**config.mk**
```make
export PLATFORM = sky130hd
export DESIGN_NAME = framed_bit_serializer_unit
export DESIGN_NICKNAME = d
export VERILOG_FILES = /design/src/hw/rtl/fbs_pkg.sv /design/src/hw/rtl/fbs_seq.sv /design/src/hw/rtl/framed_bit_serializer_unit.sv
export SDC_FILE = /design/constraint.sdc
export NUM_CORES = 1
export LEC_CHECK = 0
export BUFFER_PORTS_ARGS = -buffer_cell sky130_fd_sc_hd__buf_2
export CORE_MARGIN = 2
export CORE_UTILIZATION = 56
export DETAILED_ROUTE_END_ITERATION = 10
export PLACE_DENSITY = 0.73
export SLEW_MARGIN = 0
export SYNTH_ARGS = -nofsm -noshare
export SYNTH_HDL_FRONTEND = slang
export SYNTH_HIERARCHICAL = 1
export SYNTH_SLANG_ARGS = --single-unit
```
**constraint.sdc**
```tcl
create_clock -name i_clk -period 4.3 [get_ports i_clk]
set_input_delay 0 -clock i_clk [delete_from_list [all_inputs] [get_ports i_clk]]
set_output_delay 0 -clock i_clk [all_outputs]
set_load 0.02 [all_outputs]
```
**src/hw/rtl/fbs_pkg.sv**
```systemverilog
`default_nettype none

package fbs_pkg;

    // Item commands
    localparam logic [1:0] CMD_LOAD  = 2'd0;
    localparam logic [1:0] CMD_START = 2'd1;
    localparam logic [1:0] CMD_TICK  = 2'd2;

    // Reset value of the preamble zero count
    localparam logic [3:0] PREAMBLE_ZEROS_RST = 4'd4;

    // Default frame buffer depth
    localparam int BUFFER_BYTES_DEF = 16;

    // Sequencer phases
    typedef enum logic [1:0] {
        PH_IDLE     = 2'd0,
        PH_PREAMBLE = 2'd1,
        PH_DATA     = 2'd2,
        PH_STOP     = 2'd3
    } t_phase;

    // Where the line level of an item comes from
    typedef enum logic [1:0] {
        LS_HOLD = 2'd0,
        LS_ZERO = 2'd1,
        LS_ONE  = 2'd2,
        LS_MEM  = 2'd3
    } t_line_src;

    // Sequencer decision for one item, carried to the result stage
    typedef struct packed {
        t_line_src  line_src;
        logic [2:0] bit_sel;
        logic       busy;
        logic       done;
    } t_step;

endpackage

`default_nettype wire

```
**src/hw/rtl/fbs_seq.sv**
```systemverilog
`default_nettype none

module fbs_seq #(
    parameter int BUFFER_BYTES = fbs_pkg::BUFFER_BYTES_DEF
) (
    input  wire logic                            i_clk,
    input  wire logic                            i_rst_n,
    input  wire logic                            i_accept,
    input  wire logic [1:0]                      i_command,
    input  wire logic [3:0]                      i_last_index,
    input  wire logic [3:0]                      i_preamble_zeros,
    output logic      [$clog2(BUFFER_BYTES)-1:0] o_rd_addr,
    output fbs_pkg::t_step                       o_step
);
    import fbs_pkg::*;

    localparam int AW = $clog2(BUFFER_BYTES);

    t_phase          r_phase, n_phase;
    logic [4:0]      r_step_cnt, n_step_cnt;
    logic [AW-1:0]   r_byte, n_byte;
    logic [2:0]      r_bit, n_bit;
    logic [AW-1:0]   r_final, n_final;

    logic [4:0]      pz;
    logic [4:0]      step_inc;

    assign pz       = {1'b0, i_preamble_zeros};
    assign step_inc = r_step_cnt + 5'd1;

    // Buffer read address: byte being sent
    assign o_rd_addr = r_byte;

    // Sequencer state
    always_ff @(posedge i_clk) begin
        if (!i_rst_n) begin
            r_phase    <= PH_IDLE;
            r_step_cnt <= 5'd0;
            r_byte     <= '0;
            r_bit      <= 3'd7;
            r_final    <= '0;
        end else if (i_accept) begin
            r_phase    <= n_phase;
            r_step_cnt <= n_step_cnt;
            r_byte     <= n_byte;
            r_bit      <= n_bit;
            r_final    <= n_final;
        end
    end

    // Next state and per-item decision
    always_comb begin
        n_phase         = r_phase;
        n_step_cnt      = r_step_cnt;
        n_byte          = r_byte;
        n_bit           = r_bit;
        n_final         = r_final;
        o_step.line_src = LS_HOLD;
        o_step.bit_sel  = r_bit;
        o_step.done     = 1'b0;

        case (i_command)
            CMD_START: begin
                if (r_phase == PH_IDLE) begin
                    // saturate last index to the buffer end
                    if (int'(i_last_index) >= BUFFER_BYTES) begin
                        n_final = AW'(BUFFER_BYTES - 1);
                    end else begin
                        n_final = AW'(i_last_index);
                    end
                    n_phase    = PH_PREAMBLE;
                    n_step_cnt = 5'd0;
                    n_byte     = '0;
                    n_bit      = 3'd7;
                end
            end
            CMD_TICK: begin
                case (r_phase)
                    PH_PREAMBLE: begin
                        if (r_step_cnt < pz) begin
                            o_step.line_src = LS_ZERO;
                        end else if (r_step_cnt == pz) begin
                            o_step.line_src = LS_ONE;
                        end else if (r_step_cnt == pz + 5'd1) begin
                            o_step.line_src = LS_ZERO;
                        end else begin
                            o_step.line_src = LS_ONE;
                        end
                        n_step_cnt = step_inc;
                        if (step_inc >= pz + 5'd3) begin
                            n_phase    = PH_DATA;
                            n_step_cnt = 5'd0;
                        end
                    end
                    PH_DATA: begin
                        o_step.line_src = LS_MEM;
                        if (r_bit == 3'd0) begin
                            if (r_byte >= r_final) begin
                                n_phase    = PH_STOP;
                                n_step_cnt = 5'd0;
                            end else begin
                                n_byte = r_byte + AW'(1);
                            end
                            n_bit = 3'd7;
                        end else begin
                            n_bit = r_bit - 3'd1;
                        end
                    end
                    PH_STOP: begin
                        o_step.line_src = LS_ZERO;
                        n_step_cnt      = step_inc;
                        if (step_inc >= pz) begin
                            n_phase     = PH_IDLE;
                            n_step_cnt  = 5'd0;
                            n_byte      = '0;
                            n_bit       = 3'd7;
                            o_step.done = 1'b1;
                        end
                    end
                    default: begin
                        // idle tick drives the line low
                        o_step.line_src = LS_ZERO;
                    end
                endcase
            end
            default: begin
                // load and unknown commands leave the sequencer alone
            end
        endcase

        o_step.busy = (n_phase != PH_IDLE) || o_step.done;
    end

endmodule

`default_nettype wire

```
**src/hw/rtl/framed_bit_serializer_unit.sv**
```systemverilog
`default_nettype none

// Channel   Direction  Handshake                 Payload
// in        input      i_in_valid / o_in_stall   i_command, i_byte_index, i_byte_value,
//                                                i_last_index
// out       output     o_out_valid / i_out_stall o_line_level, o_busy_res, o_frame_done
// cfg       input      i_cfg_valid / o_cfg_ready i_cfg_data (preamble zero count)
//
// One item per cycle while the output does not stall; after an item is accepted,
// its result passes the frame buffer read (synchronous memory) and then the output
// register. Reset is synchronous, active low; the buffer is not cleared.
// A stall on the output holds the output register and the buffer read stage, and
// the input stalls only when both are full.

module framed_bit_serializer_unit #(
    parameter int BUFFER_BYTES = fbs_pkg::BUFFER_BYTES_DEF
) (
    input  wire logic       i_clk,
    input  wire logic       i_rst_n,
    // input items
    input  wire logic       i_in_valid,
    output logic            o_in_stall,
    input  wire logic [1:0] i_command,
    input  wire logic [3:0] i_byte_index,
    input  wire logic [7:0] i_byte_value,
    input  wire logic [3:0] i_last_index,
    // result items
    output logic            o_out_valid,
    input  wire logic       i_out_stall,
    output logic            o_line_level,
    output logic            o_busy_res,
    output logic            o_frame_done,
    // configuration
    input  wire logic       i_cfg_valid,
    output logic            o_cfg_ready,
    input  wire logic [3:0] i_cfg_data
);
    import fbs_pkg::*;

    localparam int AW = $clog2(BUFFER_BYTES);

    logic [7:0]    r_mem [BUFFER_BYTES];
    logic [7:0]    r_rdata;
    logic [AW-1:0] rd_addr;

    logic [3:0]    r_pz;
    t_step         seq_step;
    t_step         r_s1;
    logic          r_s1_valid;
    logic          r_out_valid;
    logic          r_line;
    logic          r_busy;
    logic          r_done;
    logic          n_line;

    logic          accept;
    logic          advance;
    logic          load_ok;

    assign advance     = !r_out_valid || !i_out_stall;
    assign o_in_stall  = r_s1_valid && !advance;
    assign accept      = i_in_valid && !o_in_stall;
    assign load_ok     = accept && (i_command == CMD_LOAD)
                         && (int'(i_byte_index) < BUFFER_BYTES);
    assign o_cfg_ready = 1'b1;

    // Preamble zero count register
    always_ff @(posedge i_clk) begin
        if (!i_rst_n) begin
            r_pz <= PREAMBLE_ZEROS_RST;
        end else if (i_cfg_valid && o_cfg_ready) begin
            r_pz <= i_cfg_data;
        end
    end

    // Sequencer
    fbs_seq #(
        .BUFFER_BYTES (BUFFER_BYTES)
    ) u_seq (
        .i_clk            (i_clk),
        .i_rst_n          (i_rst_n),
        .i_accept         (accept),
        .i_command        (i_command),
        .i_last_index     (i_last_index),
        .i_preamble_zeros (r_pz),
        .o_rd_addr        (rd_addr),
        .o_step           (seq_step)
    );

    // Frame buffer write port
    always_ff @(posedge i_clk) begin
        if (load_ok) begin
            r_mem[AW'(i_byte_index)] <= i_byte_value;
        end
    end

    // Frame buffer read port, only on accept so a held item keeps its data
    always_ff @(posedge i_clk) begin
        if (accept) begin
            r_rdata <= r_mem[rd_addr];
        end
    end

    // Read stage
    always_ff @(posedge i_clk) begin
        if (!i_rst_n) begin
            r_s1_valid <= 1'b0;
        end else if (accept) begin
            r_s1_valid <= 1'b1;
        end else if (advance) begin
            r_s1_valid <= 1'b0;
        end
    end

    always_ff @(posedge i_clk) begin
        if (accept) begin
            r_s1 <= seq_step;
        end
    end

    // Line level of the item in the read stage
    always_comb begin
        case (r_s1.line_src)
            LS_ZERO: n_line = 1'b0;
            LS_ONE:  n_line = 1'b1;
            LS_MEM:  n_line = r_rdata[r_s1.bit_sel];
            default: n_line = r_line;
        endcase
    end

    // Output register; r_line is also the held line level
    always_ff @(posedge i_clk) begin
        if (!i_rst_n) begin
            r_out_valid <= 1'b0;
            r_line      <= 1'b0;
            r_busy      <= 1'b0;
            r_done      <= 1'b0;
        end else if (advance) begin
            r_out_valid <= r_s1_valid;
            if (r_s1_valid) begin
                r_line <= n_line;
                r_busy <= r_s1.busy;
                r_done <= r_s1.done;
            end
        end
    end

    assign o_out_valid  = r_out_valid;
    assign o_line_level = r_line;
    assign o_busy_res   = r_busy;
    assign o_frame_done = r_done;

    // A finished frame is always reported as busy on its last bit
    a_done_busy: assert property (@(posedge i_clk) disable iff (!i_rst_n)
        o_out_valid && o_frame_done |-> o_busy_res)
        else $error("frame_done without busy_res");

    // Input stalls only when the read stage is occupied
    a_stall_full: assert property (@(posedge i_clk) disable iff (!i_rst_n)
        !r_s1_valid |-> !o_in_stall)
        else $error("input stalled with empty read stage");

    // A held read stage item is not lost
    a_s1_hold: assert property (@(posedge i_clk) disable iff (!i_rst_n)
        r_s1_valid && o_in_stall |=> r_s1_valid && $stable(r_rdata))
        else $error("read stage item lost under stall");

endmodule

`default_nettype wire
```
==> impl_results.md <==
* Syn_area_per_cell at about 15 µm²
* Slew headroom at a little over half
* Clk_skew at just over 9 ps
* CTS sink cnt at 170
* Post-CTS Resized at 0
* Clock share of power at between 40% and 50%
* First-pass GRT wire length at between 20,000 and 25,000 µm
* First-pass iteration count of the detailed router at 6
* Reg power frac at a little over half
* Largest net degree at the start of global routing at 38
* Area grow syn2layout at 15.6%
* DRC at 0
* Mapped Nets at between 500 and 600
* Critical path launch point type: flip-flop
* Fin cells at 758
* Crit path capture type: flip-flop
* Yosys warns at 6
* Least-Margin Pin Slew at between 700 and 800 ps
* PwrDens at around 390 nW/µm²
* CTS Buf Count at 17
* Pint at 0.00273 W
* Grt ovf at 0
* Final period utilization at about two thirds
* DRT iter0 DRCs at 490
* Global placer's final weighted congestion at 0.913
* CTS tree: built
* FF+latch count, synth at between 150 and 200
* Initial antenna violation count at 0
* Vias per cell at around 6
* RSZ-0062 raised after global routing: no
* Layout Cell Area excl Fill at between 8000 and 9000 µm²
* Register area share after synthesis at between 60% and 70%
* Outcome: finished clean
* Crit Path Max Fanout at 7
* Max-Cap Viols at 0
* Yosys cell types at 56
* Synth async-reset ratio at 0%
* Starting density of the core at 57.5%
* Worst EP arrival at between 2000 and 3000 ps
* Reg clk slew, reported paths at approximately 60 ps
* Synth Flop Type: edfxtp_1
* Worst EP required at roughly 4500 ps
* Vias in the first global route at ~4,600
* Max IR drop VDD at about 300 µV
* Commonest non-fill, non-tap cell in the layout: edfxtp_1
* Die area at between 10,000 and 15,000 µm²
* Total track usage at about 22%
* WS Path Type: reg -> reg
* # setup viols final at 0
* Hold Vio Cnt, Final at 0
* Most frequent cells in the layout: edfxtp_1, buf_2, ha_1
* IO Count at 33
* Max Fclk at around 350 MHz
* Nets at approximately 630
* Final WL at between 15,000 and 20,000 µm
* Synth Instances at just under 500
* Net Sw Power at a little over 0.0007 W
* Slew Limit Fails at 0
* Max Root-Sink Buffers at 2
* Die Y at 121 µm
* ANT nets after route at 0
* Tmin final at roughly 2800 ps
* Gate power share at under 10%
* Avg WL per Cell at 20.1 µm
* CTS Root Cell: clkbuf_16
* Worst min path class: in -> reg
* Placed cells at 702
* Vias at between 4,000 and 5,000
* Rows at 42
* Mapped cell area at roughly 7600 µm²
* Clock Latency Late Sink at between 400 and 500 ps
* TNS Setup at 0 ps
* ANT cells at 0
* Sw frac at a little over a fifth
* Die X at 121 µm
* DP HPWL at 9790 µm
* Core area at 13,200 µm²
* Port Buffers at 31
* Dpl cell area at between 7000 and 8000 µm²
* CTS H-tree lvls at 4
* EDFF count, synth at 143
* Leak at around 3.2 nW
* Layout cells sized above 1 at ~17%
[registers in the layout, summed over array words and instances, names as in the netlist]
signal / count
o_busy_res: 1
o_frame_done: 1
o_line_level: 1
o_out_valid: 1
r_mem: 128
r_pz: 4
r_rdata: 8
r_s1: 7
r_s1_valid: 1
u_seq/o_rd_addr: 4
u_seq/r_bit: 3
u_seq/r_final: 4
u_seq/r_phase: 2
u_seq/r_step_cnt: 5
[synth_stat cells, types with 6 or more instances]
cell	number	area, µm²
clkbuf_1	6	22.5
nor2b_1	10	62.6
ha_1	29	363
mux4_2	19	428
nor3_1	14	70.1
dfxtp_1	27	541
edfxtp_1	143	4290
a21oi_1	7	35.0
xnor2_1	6	52.6
nor2_1	18	67.6
inv_1	26	97.6
mux4_1	14	368
nand3_1	11	55.1
mux2i_1	15	150
nand2_1	27	101
a22oi_1	17	128
o21ai_0	18	90.1
[timing repair]
action	CTS	global route
setup buffers	0	0
hold buffers	24	0
endpoints found under the hold margin	141	0
[worst max-delay path, stage by stage (launching register included)]
cell	delay [ps]
dfxtp_1	440
ha_1	260
nand3_1	110
xnor2_1	390
ha_1	320
a21oi_1	240
o21ai_0	180
a2111o_1	430
nand3_1	100
nand4b_1	90
[final cells by class]
| type | instances | area (µm²) |
|---|---|---|
| sequential | 170 | 4840 |
| fill | 899 | 4440 |
| multi-input combinational | 280 | 2540 |
| timing repair buffer | 74 | 538 |
| clock buffer | 19 | 433 |
| tap | 176 | 220 |
| clock inverter | 13 | 138 |
| inverter | 26 | 97.6 |
[logic make-up after synthesis]
family	count (synthesis)	share of synthesized area, %
flip-flops	170	63.5
AND/OR/NAND/NOR	114	7.83
AO/OA/AOI/OAI	78	7.10
multiplexers	48	12.4
buffers and inverters	47	3.16
adder cells (fa/ha/maj)	29	4.77
XOR/XNOR	10	1.15
other	1	0.0493
[power groups by stage]
| stage | logic (W) | clock network, W | registers [W] |
|---|---|---|---|
| 2_1_floorplan | 0.0000786 | 0 | 0.00185 |
| 3_3_place_gp | 0.000128 | 0 | 0.00185 |
| 5_1_grt | 0.000171 | 0.00158 | 0.00181 |
| 3_5_place_dp | 0.000135 | 0 | 0.00185 |
| 4_1_cts | 0.000154 | 0.00152 | 0.00181 |
| 6_report | 0.000156 | 0.00149 | 0.00181 |
[metal layers]
layer	vias to the layer above	GRT usage, %	share of wire, %
met3	31	4.76	5.1
li1	2101	-	-
met2	160	36.9	50
met1	2306	29.2	43
met4	0	9.16	2.0
met5	-	0	0
[final timing paths]
| check | startpoint | endpoint | slack (ps) | depth (start not counted) |
|---|---|---|---|---|
| max | u_seq/r_step_cnt[0]$_SDFFE_PN0P_ | r_s1[1]$_DFFE_PP_ | 1480 | 9 |
| min reg2reg | u_seq/r_bit[1]$_SDFFE_PN1P_ | r_s1[3]$_DFFE_PP_ | 470 | 0 |
| min | i_byte_index[1] | r_mem[4][1]$_DFFE_PP_ | 130 | 2 |
| max reg2reg | u_seq/r_step_cnt[0]$_SDFFE_PN0P_ | r_s1[1]$_DFFE_PP_ | 1480 | 9 |
[metrics by stage]
step	worst slack, ps	total power, W	hold slack, ps	utilization (%)
global route	1190	0.00357	125	66.4
floorplan	1690	0.00193	61.9	-
finish	1480	0.00345	128	66.4
CTS	1500	0.00348	95.6	66.4
global placement	1650	0.00198	213	60.3
detailed placement	1510	0.00198	233	60.3
Power figures use the tool's default switching activity.
